[src/hdl/debounced_back_key_with_pin_autodetect_top_defines.svh]
// assertion macros shared by the back-key debouncer modules
// the using module provides clk and rst
`ifndef DEBOUNCED_BACK_KEY_WITH_PIN_AUTODETECT_TOP_DEFINES_SVH
`define DEBOUNCED_BACK_KEY_WITH_PIN_AUTODETECT_TOP_DEFINES_SVH

// consequent checked in the same cycle
`define DBK_ASSERT_NOW(label, ante, cons, msg) \
  label: assert property (@(posedge clk) disable iff (rst) (ante) |-> (cons)) \
    else $error(msg);

// consequent checked in the cycle after the antecedent
`define DBK_ASSERT_NEXT(label, ante, cons, msg) \
  label: assert property (@(posedge clk) disable iff (rst) (ante) |=> (cons)) \
    else $error(msg);

`endif

[src/hdl/dbk_pkg.sv]
// types, codes and constants of the back-key debouncer with pin detection
// used by every module of the block but dbk_ram, no dependencies
package dbk_pkg;

  localparam int NUM_PINS_DEF = 32;
  localparam int MAX_CAND_DEF = 32;
  localparam int LEVEL_W      = 32;
  localparam int LVL_IDX_W    = 5;
  localparam int WORD_W       = 10;

  localparam logic [7:0]  PIN_NONE      = 8'hFF;
  localparam logic [7:0]  CNT_MAX       = 8'hFF;
  localparam logic [15:0] ELAPSED_MAX   = 16'hFFFF;
  localparam logic [7:0]  SETTLE_RST    = 8'd2;
  localparam logic [15:0] DET_LIMIT_RST = 16'd400;

  typedef enum logic [1:0] {
    CMD_TICK   = 2'd0,
    CMD_START  = 2'd1,
    CMD_CANCEL = 2'd2,
    CMD_UNUSED = 2'd3
  } cmd_t;

  typedef enum logic [2:0] {
    KIND_PRESS   = 3'd0,
    KIND_RELEASE = 3'd1,
    KIND_SHORT   = 3'd2,
    KIND_FOUND   = 3'd3,
    KIND_FAILED  = 3'd4,
    KIND_STARTED = 3'd5,
    KIND_REFUSED = 3'd6
  } kind_t;

  typedef enum logic [2:0] {
    REG_KEY_ENABLE   = 3'd0,
    REG_KEY_PIN      = 3'd1,
    REG_RESERVED     = 3'd2,
    REG_SETTLE       = 3'd3,
    REG_DETECT_LIMIT = 3'd4
  } reg_idx_t;

  typedef enum logic [2:0] {
    T_IDLE,
    T_FILL,
    T_SCAN,
    T_ELAPSE,
    T_KEY
  } top_state_t;

  typedef enum logic [1:0] {
    S_IDLE,
    S_FILL,
    S_SCAN
  } scan_state_t;

  typedef struct packed {
    logic fill_go;
    logic scan_go;
  } scan_ctl_t;

  typedef struct packed {
    logic       done;
    logic       found;
    logic       no_cand;
    logic [7:0] found_pin;
  } scan_sts_t;

  typedef struct packed {
    logic press;
    logic rel_ev;
    logic short_ev;
  } key_ev_t;

  typedef struct packed {
    logic [1:0]      n;
    kind_t [2:0]     kinds;
    logic [7:0]      pin;
  } batch_t;

endpackage

[src/hdl/dbk_ram.sv]
// generic single-write, single-read ram with registered read data
// no dependencies
module dbk_ram #(
  parameter int WIDTH = 8,
  parameter int DEPTH = 32,
  localparam int AW = (DEPTH > 1) ? $clog2(DEPTH) : 1
) (
  input  logic             clk,
  input  logic             we,
  input  logic [AW-1:0]    waddr,
  input  logic [WIDTH-1:0] wdata,
  input  logic [AW-1:0]    raddr,
  output logic [WIDTH-1:0] rdata
);

  logic [WIDTH-1:0] mem [DEPTH];

  always_ff @(posedge clk) begin
    if (we) begin
      mem[waddr] <= wdata;
    end
    rdata <= mem[raddr];
  end

endmodule

[src/hdl/dbk_scan.sv]
// pin-serial candidate engine: fills and debounces one pin per cycle
// depends on dbk_pkg and dbk_ram
module dbk_scan import dbk_pkg::*; #(
  parameter int NUM_PINS       = NUM_PINS_DEF,
  parameter int MAX_CANDIDATES = MAX_CAND_DEF
) (
  input  logic               clk,
  input  logic               rst,
  input  scan_ctl_t          ctl,
  input  logic [LEVEL_W-1:0] levels,
  input  logic [LEVEL_W-1:0] reserved,
  input  logic [7:0]         settle,
  output scan_sts_t          sts
);

  localparam int IDX_W  = $clog2(NUM_PINS + 1);
  localparam int AW     = (NUM_PINS > 1) ? $clog2(NUM_PINS) : 1;
  localparam int CAND_W = $clog2(MAX_CANDIDATES + 1);

  scan_state_t state, state_next;
  logic [IDX_W-1:0]   idx, idx_next;
  logic               proc_v, proc_v_next;
  logic [AW-1:0]      proc_idx, proc_idx_next;
  logic [LEVEL_W-1:0] lvl_sr, lvl_sr_next;
  logic [LEVEL_W-1:0] rsv_sr, rsv_sr_next;
  logic [CAND_W-1:0]  ncand, ncand_next;
  scan_sts_t          sts_next;

  logic              we;
  logic [AW-1:0]     waddr;
  logic [WORD_W-1:0] wdata;
  logic [WORD_W-1:0] rdata;

  logic       issue, pr, fill_cand, w_cand, w_stable, hit;
  logic [7:0] w_cnt, cnt_inc;

  dbk_ram #(.WIDTH(WORD_W), .DEPTH(NUM_PINS)) u_ram (
    .clk   (clk),
    .we    (we),
    .waddr (waddr),
    .wdata (wdata),
    .raddr (idx[AW-1:0]),
    .rdata (rdata)
  );

  assign w_cand    = rdata[9];
  assign w_stable  = rdata[8];
  assign w_cnt     = rdata[7:0];
  assign cnt_inc   = (w_cnt == CNT_MAX) ? CNT_MAX : w_cnt + 8'd1;
  assign pr        = ~lvl_sr[0];
  assign issue     = idx < IDX_W'(NUM_PINS);
  assign fill_cand = ~rsv_sr[0] && (ncand < CAND_W'(MAX_CANDIDATES));

  always_ff @(posedge clk) begin
    if (rst) begin
      state  <= S_IDLE;
      proc_v <= 1'b0;
      sts    <= '0;
    end else begin
      state  <= state_next;
      proc_v <= proc_v_next;
      sts    <= sts_next;
    end
    idx      <= idx_next;
    proc_idx <= proc_idx_next;
    lvl_sr   <= lvl_sr_next;
    rsv_sr   <= rsv_sr_next;
    ncand    <= ncand_next;
  end

  always_comb begin
    state_next    = state;
    idx_next      = idx;
    proc_v_next   = 1'b0;
    proc_idx_next = proc_idx;
    lvl_sr_next   = lvl_sr;
    rsv_sr_next   = rsv_sr;
    ncand_next    = ncand;
    sts_next      = sts;
    sts_next.done = 1'b0;
    we            = 1'b0;
    waddr         = idx[AW-1:0];
    wdata         = '0;
    hit           = 1'b0;
    unique case (state)
      S_IDLE: begin
        if (ctl.fill_go) begin
          state_next  = S_FILL;
          idx_next    = '0;
          lvl_sr_next = levels;
          rsv_sr_next = reserved;
          ncand_next  = '0;
        end else if (ctl.scan_go) begin
          state_next  = S_SCAN;
          idx_next    = '0;
          lvl_sr_next = levels;
        end
      end
      S_FILL: begin
        we          = 1'b1;
        waddr       = idx[AW-1:0];
        wdata       = {fill_cand, pr, 8'd0};
        lvl_sr_next = {1'b1, lvl_sr[LEVEL_W-1:1]};
        rsv_sr_next = {1'b0, rsv_sr[LEVEL_W-1:1]};
        idx_next    = idx + IDX_W'(1);
        if (fill_cand) begin
          ncand_next = ncand + CAND_W'(1);
        end
        if (idx == IDX_W'(NUM_PINS - 1)) begin
          state_next       = S_IDLE;
          sts_next.done    = 1'b1;
          sts_next.no_cand = (ncand == '0) && !fill_cand;
        end
      end
      S_SCAN: begin
        if (issue) begin
          idx_next = idx + IDX_W'(1);
        end
        proc_v_next   = issue;
        proc_idx_next = idx[AW-1:0];
        if (proc_v) begin
          lvl_sr_next = {1'b1, lvl_sr[LEVEL_W-1:1]};
          waddr       = proc_idx;
          if (w_cand) begin
            we = 1'b1;
            if (pr == w_stable) begin
              wdata = {1'b1, w_stable, 8'd0};
            end else if (cnt_inc < settle) begin
              wdata = {1'b1, w_stable, cnt_inc};
            end else begin
              wdata = {1'b1, pr, 8'd0};
              hit   = pr;
            end
          end
          if (hit) begin
            state_next         = S_IDLE;
            proc_v_next        = 1'b0;
            sts_next.done      = 1'b1;
            sts_next.found     = 1'b1;
            sts_next.found_pin = 8'(proc_idx);
          end else if (proc_idx == AW'(NUM_PINS - 1)) begin
            state_next     = S_IDLE;
            proc_v_next    = 1'b0;
            sts_next.done  = 1'b1;
            sts_next.found = 1'b0;
          end
        end
      end
      default: state_next = S_IDLE;
    endcase
  end

endmodule

[src/hdl/dbk_key.sv]
// back-key debouncer with press, release and short events
// depends on dbk_pkg
module dbk_key import dbk_pkg::*; #(
  parameter int NUM_PINS = NUM_PINS_DEF
) (
  input  logic       clk,
  input  logic       rst,
  input  logic       step,
  input  logic       active,
  input  logic       key_pr,
  input  logic       key_enable,
  input  logic [7:0] key_pin,
  input  logic [7:0] settle,
  output key_ev_t    ev
);

  logic [7:0] tracked, tracked_next;
  logic       stable, stable_next;
  logic [7:0] count, count_next;
  logic       was, was_next;
  logic [7:0] cnt_inc;

  assign cnt_inc = (count == CNT_MAX) ? CNT_MAX : count + 8'd1;

  always_ff @(posedge clk) begin
    if (rst) begin
      tracked <= PIN_NONE;
      stable  <= 1'b0;
      count   <= 8'd0;
      was     <= 1'b0;
    end else begin
      tracked <= tracked_next;
      stable  <= stable_next;
      count   <= count_next;
      was     <= was_next;
    end
  end

  always_comb begin
    tracked_next = tracked;
    stable_next  = stable;
    count_next   = count;
    was_next     = was;
    ev           = '0;
    if (step && active) begin
      if (!key_enable || key_pin == PIN_NONE || key_pin >= 8'(NUM_PINS)) begin
        tracked_next = PIN_NONE;
        stable_next  = 1'b0;
        count_next   = 8'd0;
        was_next     = 1'b0;
      end else if (key_pin != tracked) begin
        tracked_next = key_pin;
        stable_next  = key_pr;
        count_next   = 8'd0;
        was_next     = key_pr;
      end else if (key_pr == stable) begin
        count_next = 8'd0;
      end else if (cnt_inc < settle) begin
        count_next = cnt_inc;
      end else begin
        count_next  = 8'd0;
        stable_next = key_pr;
        if (key_pr) begin
          ev.press = 1'b1;
          was_next = 1'b1;
        end else begin
          ev.rel_ev   = 1'b1;
          ev.short_ev = was;
          was_next    = 1'b0;
        end
      end
    end
  end

endmodule

[src/hdl/dbk_evq.sv]
// result queue: holds up to three results of one request and the output register
// depends on dbk_pkg and the assertion macro header
`include "debounced_back_key_with_pin_autodetect_top_defines.svh"
module dbk_evq import dbk_pkg::*; (
  input  logic       clk,
  input  logic       rst,
  input  logic       push,
  input  batch_t     batch,
  output logic       empty,
  output logic       result_valid,
  input  logic       result_stall,
  output kind_t      result_kind,
  output logic [7:0] found_pin,
  output logic       last
);

  kind_t [2:0] pend_kinds;
  logic [1:0]  pend_n;
  logic [7:0]  pend_pin;
  logic        pop;

  assign empty = (pend_n == 2'd0);
  assign pop   = !empty && (!result_valid || !result_stall);

  always_ff @(posedge clk) begin
    if (rst) begin
      pend_n       <= 2'd0;
      result_valid <= 1'b0;
    end else begin
      if (push) begin
        pend_n <= batch.n;
      end else if (pop) begin
        pend_n <= pend_n - 2'd1;
      end
      if (pop) begin
        result_valid <= 1'b1;
      end else if (!result_stall) begin
        result_valid <= 1'b0;
      end
    end
    if (push) begin
      pend_kinds <= batch.kinds;
      pend_pin   <= batch.pin;
    end else if (pop) begin
      pend_kinds <= {pend_kinds[2], pend_kinds[2], pend_kinds[1]};
    end
    if (pop) begin
      result_kind <= pend_kinds[0];
      found_pin   <= (pend_kinds[0] == KIND_FOUND) ? pend_pin : PIN_NONE;
      last        <= (pend_n == 2'd1);
    end
  end

  `DBK_ASSERT_NOW(a_push_empty, push, pend_n == 2'd0, "results pushed over a pending batch")
  `DBK_ASSERT_NOW(a_pin_none, result_valid && result_kind != KIND_FOUND,
                  found_pin == PIN_NONE, "pin given on a result other than found")

endmodule

[src/hdl/debounced_back_key_with_pin_autodetect_top.sv]
// Back-key debouncer with pin auto-detection, top level.
// Depends on dbk_pkg, dbk_scan, dbk_key, dbk_evq and the assertion macro header.
//
// Input channel (item_valid/item_stall) carries a command (tick, start, cancel)
// and a 32-bit snapshot of pin levels, low meaning pressed. Results leave on
// the result channel (result_valid/result_stall) one at a time; last marks the
// final result of a request. Registers are written over cfg_valid/cfg_ready,
// always ready; the user must write them only while the block is idle, the block itself does not enforce it.
// A tick outside detection goes straight to the key step. A tick during
// detection first walks the per-pin counter memory one pin a cycle; a start
// sweeps the memory to load the candidates. Cancel and refused starts are
// handled in the idle state.
// A new request is taken once the previous one has finished and its results
// have moved to the output register, so it overlaps the last result waiting.
// When the receiver stalls, the output register holds and further results
// wait in the queue; the input stalls until the queue has drained.
// Reset returns the registers to their defaults, ends detection and clears
// the back-key state; the candidate memory is loaded at each start.
`include "debounced_back_key_with_pin_autodetect_top_defines.svh"
module debounced_back_key_with_pin_autodetect_top import dbk_pkg::*; #(
  parameter int NUM_PINS       = NUM_PINS_DEF,
  parameter int MAX_CANDIDATES = MAX_CAND_DEF
) (
  input  logic               clk,
  input  logic               rst,
  input  logic               item_valid,
  output logic               item_stall,
  input  logic [1:0]         command,
  input  logic [LEVEL_W-1:0] pin_levels,
  output logic               result_valid,
  input  logic               result_stall,
  output logic [2:0]         result_kind,
  output logic [7:0]         found_pin,
  output logic               last,
  input  logic               cfg_valid,
  output logic               cfg_ready,
  input  logic [2:0]         cfg_index,
  input  logic [31:0]        cfg_data
);

  top_state_t state, state_next;

  logic         key_enable;
  logic [7:0]   key_pin;
  logic [31:0]  reserved_mask;
  logic [7:0]   settle_ticks;
  logic [15:0]  detect_limit_ticks;

  logic         detecting, detecting_next;
  logic [15:0]  elapsed, elapsed_next, el_inc;
  logic         det_v, det_v_next;
  kind_t        det_kind, det_kind_next;
  logic [7:0]   det_pin, det_pin_next;
  logic         key_pr, key_pr_next;

  logic         accept, q_empty, push;
  batch_t       batch;
  scan_ctl_t    sc_ctl;
  scan_sts_t    sc_sts;
  key_ev_t      key_ev;
  kind_t        kind_out;

  assign cfg_ready   = 1'b1;
  assign item_stall  = !(state == T_IDLE && q_empty);
  assign accept      = item_valid && !item_stall;
  assign el_inc      = (elapsed == ELAPSED_MAX) ? ELAPSED_MAX : elapsed + 16'd1;
  assign result_kind = kind_out;

  dbk_scan #(.NUM_PINS(NUM_PINS), .MAX_CANDIDATES(MAX_CANDIDATES)) u_scan (
    .clk      (clk),
    .rst      (rst),
    .ctl      (sc_ctl),
    .levels   (pin_levels),
    .reserved (reserved_mask),
    .settle   (settle_ticks),
    .sts      (sc_sts)
  );

  dbk_key #(.NUM_PINS(NUM_PINS)) u_key (
    .clk        (clk),
    .rst        (rst),
    .step       (state == T_KEY),
    .active     (!detecting),
    .key_pr     (key_pr),
    .key_enable (key_enable),
    .key_pin    (key_pin),
    .settle     (settle_ticks),
    .ev         (key_ev)
  );

  dbk_evq u_evq (
    .clk          (clk),
    .rst          (rst),
    .push         (push),
    .batch        (batch),
    .empty        (q_empty),
    .result_valid (result_valid),
    .result_stall (result_stall),
    .result_kind  (kind_out),
    .found_pin    (found_pin),
    .last         (last)
  );

  always_ff @(posedge clk) begin
    if (rst) begin
      key_enable         <= 1'b0;
      key_pin            <= PIN_NONE;
      reserved_mask      <= 32'd0;
      settle_ticks       <= SETTLE_RST;
      detect_limit_ticks <= DET_LIMIT_RST;
    end else if (cfg_valid) begin
      unique case (cfg_index)
        REG_KEY_ENABLE:   key_enable         <= cfg_data[0];
        REG_KEY_PIN:      key_pin            <= cfg_data[7:0];
        REG_RESERVED:     reserved_mask      <= cfg_data;
        REG_SETTLE:       settle_ticks       <= cfg_data[7:0];
        REG_DETECT_LIMIT: detect_limit_ticks <= cfg_data[15:0];
        default: ;
      endcase
    end
  end

  always_ff @(posedge clk) begin
    if (rst) begin
      state     <= T_IDLE;
      detecting <= 1'b0;
      elapsed   <= 16'd0;
      det_v     <= 1'b0;
    end else begin
      state     <= state_next;
      detecting <= detecting_next;
      elapsed   <= elapsed_next;
      det_v     <= det_v_next;
    end
    det_kind <= det_kind_next;
    det_pin  <= det_pin_next;
    key_pr   <= key_pr_next;
  end

  always_comb begin
    logic [1:0] slot;
    state_next     = state;
    detecting_next = detecting;
    elapsed_next   = elapsed;
    det_v_next     = det_v;
    det_kind_next  = det_kind;
    det_pin_next   = det_pin;
    key_pr_next    = key_pr;
    sc_ctl         = '0;
    push           = 1'b0;
    batch.n        = 2'd0;
    batch.kinds    = {KIND_REFUSED, KIND_REFUSED, KIND_REFUSED};
    batch.pin      = PIN_NONE;
    slot           = 2'd0;
    unique case (state)
      T_IDLE: begin
        if (accept) begin
          case (cmd_t'(command))
            CMD_TICK: begin
              key_pr_next = (key_pin < 8'(LEVEL_W)) ? ~pin_levels[key_pin[LVL_IDX_W-1:0]]
                                                    : 1'b0;
              det_v_next  = 1'b0;
              if (detecting) begin
                sc_ctl.scan_go = 1'b1;
                state_next     = T_SCAN;
              end else begin
                state_next = T_KEY;
              end
            end
            CMD_START: begin
              if (detecting) begin
                push           = 1'b1;
                batch.n        = 2'd1;
                batch.kinds[0] = KIND_REFUSED;
              end else begin
                sc_ctl.fill_go = 1'b1;
                state_next     = T_FILL;
              end
            end
            CMD_CANCEL: detecting_next = 1'b0;
            default: ;
          endcase
        end
      end
      T_FILL: begin
        if (sc_sts.done) begin
          push       = 1'b1;
          state_next = T_IDLE;
          if (sc_sts.no_cand) begin
            batch.n        = 2'd2;
            batch.kinds[0] = KIND_FAILED;
            batch.kinds[1] = KIND_REFUSED;
          end else begin
            detecting_next = 1'b1;
            elapsed_next   = 16'd0;
            batch.n        = 2'd1;
            batch.kinds[0] = KIND_STARTED;
          end
        end
      end
      T_SCAN: begin
        if (sc_sts.done) begin
          if (sc_sts.found) begin
            detecting_next = 1'b0;
            det_v_next     = 1'b1;
            det_kind_next  = KIND_FOUND;
            det_pin_next   = sc_sts.found_pin;
            state_next     = T_KEY;
          end else begin
            state_next = T_ELAPSE;
          end
        end
      end
      T_ELAPSE: begin
        elapsed_next = el_inc;
        if (el_inc >= detect_limit_ticks) begin
          detecting_next = 1'b0;
          det_v_next     = 1'b1;
          det_kind_next  = KIND_FAILED;
          det_pin_next   = PIN_NONE;
        end
        state_next = T_KEY;
      end
      T_KEY: begin
        if (det_v) begin
          batch.kinds[slot] = det_kind;
          batch.pin         = det_pin;
          slot              = slot + 2'd1;
        end
        if (key_ev.press) begin
          batch.kinds[slot] = KIND_PRESS;
          slot              = slot + 2'd1;
        end
        if (key_ev.rel_ev) begin
          batch.kinds[slot] = KIND_RELEASE;
          slot              = slot + 2'd1;
        end
        if (key_ev.short_ev) begin
          batch.kinds[slot] = KIND_SHORT;
          slot              = slot + 2'd1;
        end
        batch.n    = slot;
        push       = (slot != 2'd0);
        state_next = T_IDLE;
      end
      default: state_next = T_IDLE;
    endcase
  end

  `DBK_ASSERT_NEXT(a_key_returns, state == T_KEY, state == T_IDLE,
                   "key step did not return to idle")
  `DBK_ASSERT_NOW(a_done_waiting, sc_sts.done, state == T_FILL || state == T_SCAN,
                  "scan finished while nothing waited for it")
  `DBK_ASSERT_NEXT(a_found_ends, state == T_SCAN && sc_sts.done && sc_sts.found,
                   !detecting, "detection still active after a pin was found")

endmodule
[config.mk]
export PLATFORM = sky130hd
export DESIGN_NAME = debounced_back_key_with_pin_autodetect_top
export DESIGN_NICKNAME = d
export VERILOG_FILES = /design/src/hdl/dbk_pkg.sv /design/src/hdl/dbk_ram.sv /design/src/hdl/dbk_scan.sv /design/src/hdl/dbk_key.sv /design/src/hdl/dbk_evq.sv /design/src/hdl/debounced_back_key_with_pin_autodetect_top.sv
export VERILOG_INCLUDE_DIRS = /design/src /design/src/hdl
export SDC_FILE = /design/constraint.sdc
export NUM_CORES = 1
export LEC_CHECK = 0
export BUFFER_PORTS_ARGS = -buffer_cell sky130_fd_sc_hd__buf_2
export CORE_MARGIN = 1
export CORE_UTILIZATION = 50
export DETAILED_ROUTE_END_ITERATION = 7
export HOLD_SLACK_MARGIN = 0.12
export PLACE_DENSITY = 0.67
export SLEW_MARGIN = 5
export SYNTH_ARGS = -nofsm -noshare
export SYNTH_HDL_FRONTEND = slang
export SYNTH_SLANG_ARGS = --single-unit
[constraint.sdc]
create_clock -name clk -period 6.4 [get_ports clk]
set_input_delay 0 -clock clk [delete_from_list [all_inputs] [get_ports clk]]
set_output_delay 0 -clock clk [all_outputs]
set_load 0.02 [all_outputs]
==> results.cfg <==
[detailed_routing]
dr.pass1.iters = 7
viasPerCell = 5.69
vias = 14300
dr.first_iter.drc_count = 1135
post_drt_wl_per_cell_microns = 20.9
drt_wl_total_microns = 52500
drtAntennaViolNets = 0
drc_errors = 0

[cts]
ctsResizeCount = 0
path_clk_slew_ns = 0.06
clk_latency_ns = 0.63
htreeDepth = 2
numCtsBuffers = 56
cts_tree = yes
cts-root-buf = clkbuf_16
ctsLongestPathBuffers = 3
numClockSinks = 562
postCtsSetupBuffers = 0
cts_hold_buffers = 82

[synth]
ys_ff_latch = 562
syn_inst = 1691
synth_common_cells = edfxtp_1 (435), nand2_1 (187), dfxtp_1 (127), mux4_2 (110), nor2_1 (104)
synthTopCellsByArea = edfxtp_1 (54%), dfxtp_1 (10%), mux4_2 (10%)
async_flop_share_pct = 0
synth-warning-count = 0
synth_top_area_share_pct = 53.9
yosysMostFrequentCell = edfxtp_1
syn_area_sq_mm = 0.0242
synth_nets = 1815
synth-edff-count = 435
synth_top_area_cell = edfxtp_1
ys_seq_area_share_pct = 64.4
avgSynthCellArea_sq_um = 14.3
synth_ff_type = edfxtp_1
synth_cell_type_count = 64

[setup_path]
cp_slowest_cell = or3_1
critPathMaxFanout = 19
max_stage_delay_ns = 0.42
crit_chain = ha_1 -> nand3_1 -> or2_2 -> o21ai_0 -> ha_1 -> nor2_1 -> a211oi_1 -> o21ai_1 -> a21o_1 -> or3_1 -> ha_1 -> a2111oi_0 -> o21bai_1 -> inv_1 -> ha_1 -> a21oi_1 -> o221ai_2 -> nand4_1 -> buf_4 -> or2_1
critPathArrivalTime_ns = 5.56
cp-start-kind = flip-flop
endpoint_kind = flip-flop
cp.required_ns = 6.69
cp_common_cell = ha_1
path_class = reg -> reg

[placement]
place.gp.congestion = 0.861
place_area_sq_mm = 0.0253
dp_cells = 2330
dp_hpwl_microns = 33200
io_buffers = 87

[grt]
grt_use_total_pct = 21.6
antenna_found_initial = 0
grt_max_degree = 68
grt_pass1_wl_microns = 81900
overflow = 0
first_global_vias = 14400

[job]
cap_viol_max_count = 0

[finish]
final_util_pct = 58.5
area_delta_synth_final_pct = 15.3
stdcell_count = 2518
drive_above_1_share_pct = 21.2
nets = 1979
antennaDiodeCount = 0
fin_area_sq_mm = 0.0279

[timing]
setup_viol = 0
setup_tns_ns = 0
hold_violations = 0
clock_skew_ns = 0.0303
slew_headroom_pct = 16.5
rsz0062_at_grt = false
min_period_ns = 5.27
drv_slew = 0
fin_crit_sh_pct = 82.3
tightest_slew_ns = 1.25
whs_ns = 0.183
fmax_ghz = 0.190

[floorplan]
fp-row-count = 80
die_x_microns = 222
start_util_pct = 50.8
ioPinCount = 89
fp.coreArea_sq_mm = 0.0477
die_area_sq_mm = 0.0494
die_h_microns = 222

[hold_path]
hold_path.class = in -> reg

[outcome]
outcome = completed

[power_and_ir_drop]
peakVddDrop_uv = 231
powerDensity_mw_per_mm2 = 332
p_leak_nw = 10.1
==> state kept, by name, indices dropped and copies added (netlist names), 8 cells and up <==
signal / cells
u_scan.u_ram.mem: 320
reserved_mask: 32
u_scan.lvl_sr: 32
u_scan.rsv_sr: 32
detect_limit_ticks: 16
elapsed: 16
u_scan.u_ram.rdata: 10
u_evq.pend_kinds: 9
key_pin: 8
settle_ticks: 8
u_key.count: 8
u_key.tracked: 8
u_scan.sts: 8
==> per-layer routing <==
metal  GRT usage [%]  up-vias  routed length [microns]
li1                -     6733                        -
met1            28.4     7171                    22700
met2            37.0      329                    26300
met3            3.49       94                     2230
met4            6.27        0                     1230
met5               0        -                        0
==> cells in the final DEF, fill, tap and decap left out, types with 56 or more instances in the layout <==
| master | instances |
|---|---|
| mux2_2 | 79 |
| buf_2 | 86 |
| dfxtp_1 | 127 |
| clkbuf_16 | 56 |
| edfxtp_1 | 435 |
| a21oi_1 | 91 |
| nor2_1 | 104 |
| nand2_1 | 187 |
| mux4_2 | 110 |
| dlygate4sd3_1 | 82 |
==> path summary, 6_finish.rpt <==
path	start	endpoint	slack [ns]	cells after the start
setup / recovery	u_key.count[0]	u_evq.pend_kinds[3]	1.13	20
hold / removal	cfg_data[27]	reserved_mask[27]	0.18	4
setup reg to reg	u_key.count[0]	u_evq.pend_kinds[3]	1.13	20
hold reg to reg	detect_limit_ticks[6]	detect_limit_ticks[6]	0.45	2
==> cell type report <==
type	count	area (sq um)
clock inverter	24	254
timing repair buffer	189	1430
tap	615	769
fill	3714	19800
multi-input combinational	998	8150
sequential	562	15600
clock buffer	82	1550
inverter	48	180
==> critical path, delay by kind of cell (launching register included) <==
kind	cells	cell delay (ns)
AOI/OAI and AO/OA	8	1.81
and+or+nand+nor	6	1.47
DFF	1	0.39
buffers and inverters	2	0.34
adders and majority gates	4	0.94
==> where the power goes <==
group	internal, mW	total, mW	switching [mW]
Clock	1.81	3.18	1.37
Combinational	0.754	1.71	0.961
Sequential	4.21	4.39	0.178
==> through the flow <==
step	worst slack, ns	total power, mW
2_1_floorplan	1.70	5.66
3_3_place_gp	1.20	6.12
3_5_place_dp	1.15	6.16
4_1_cts	1.13	9.38
5_1_grt	0.531	9.68
6_report	1.13	9.29
==> cells by family (layout without fill, tap and decap cells) <==
| family | after synthesis | after routing | synth area share (%) |
|---|---|---|---|
| DFF | 562 | 562 | 64.4 |
| and+or+nand+nor | 489 | 489 | 9.65 |
| AOI/OAI and AO/OA | 224 | 224 | 5.59 |
| muxes | 203 | 203 | 14.5 |
| buffers and inverters | 131 | 343 | 2.15 |
| adders and majority gates | 50 | 50 | 2.61 |
| xor gates and xnor gates | 31 | 31 | 1.12 |
| other | 1 | 1 | 0.0155 |
Power figures use the tool's default switching activity.
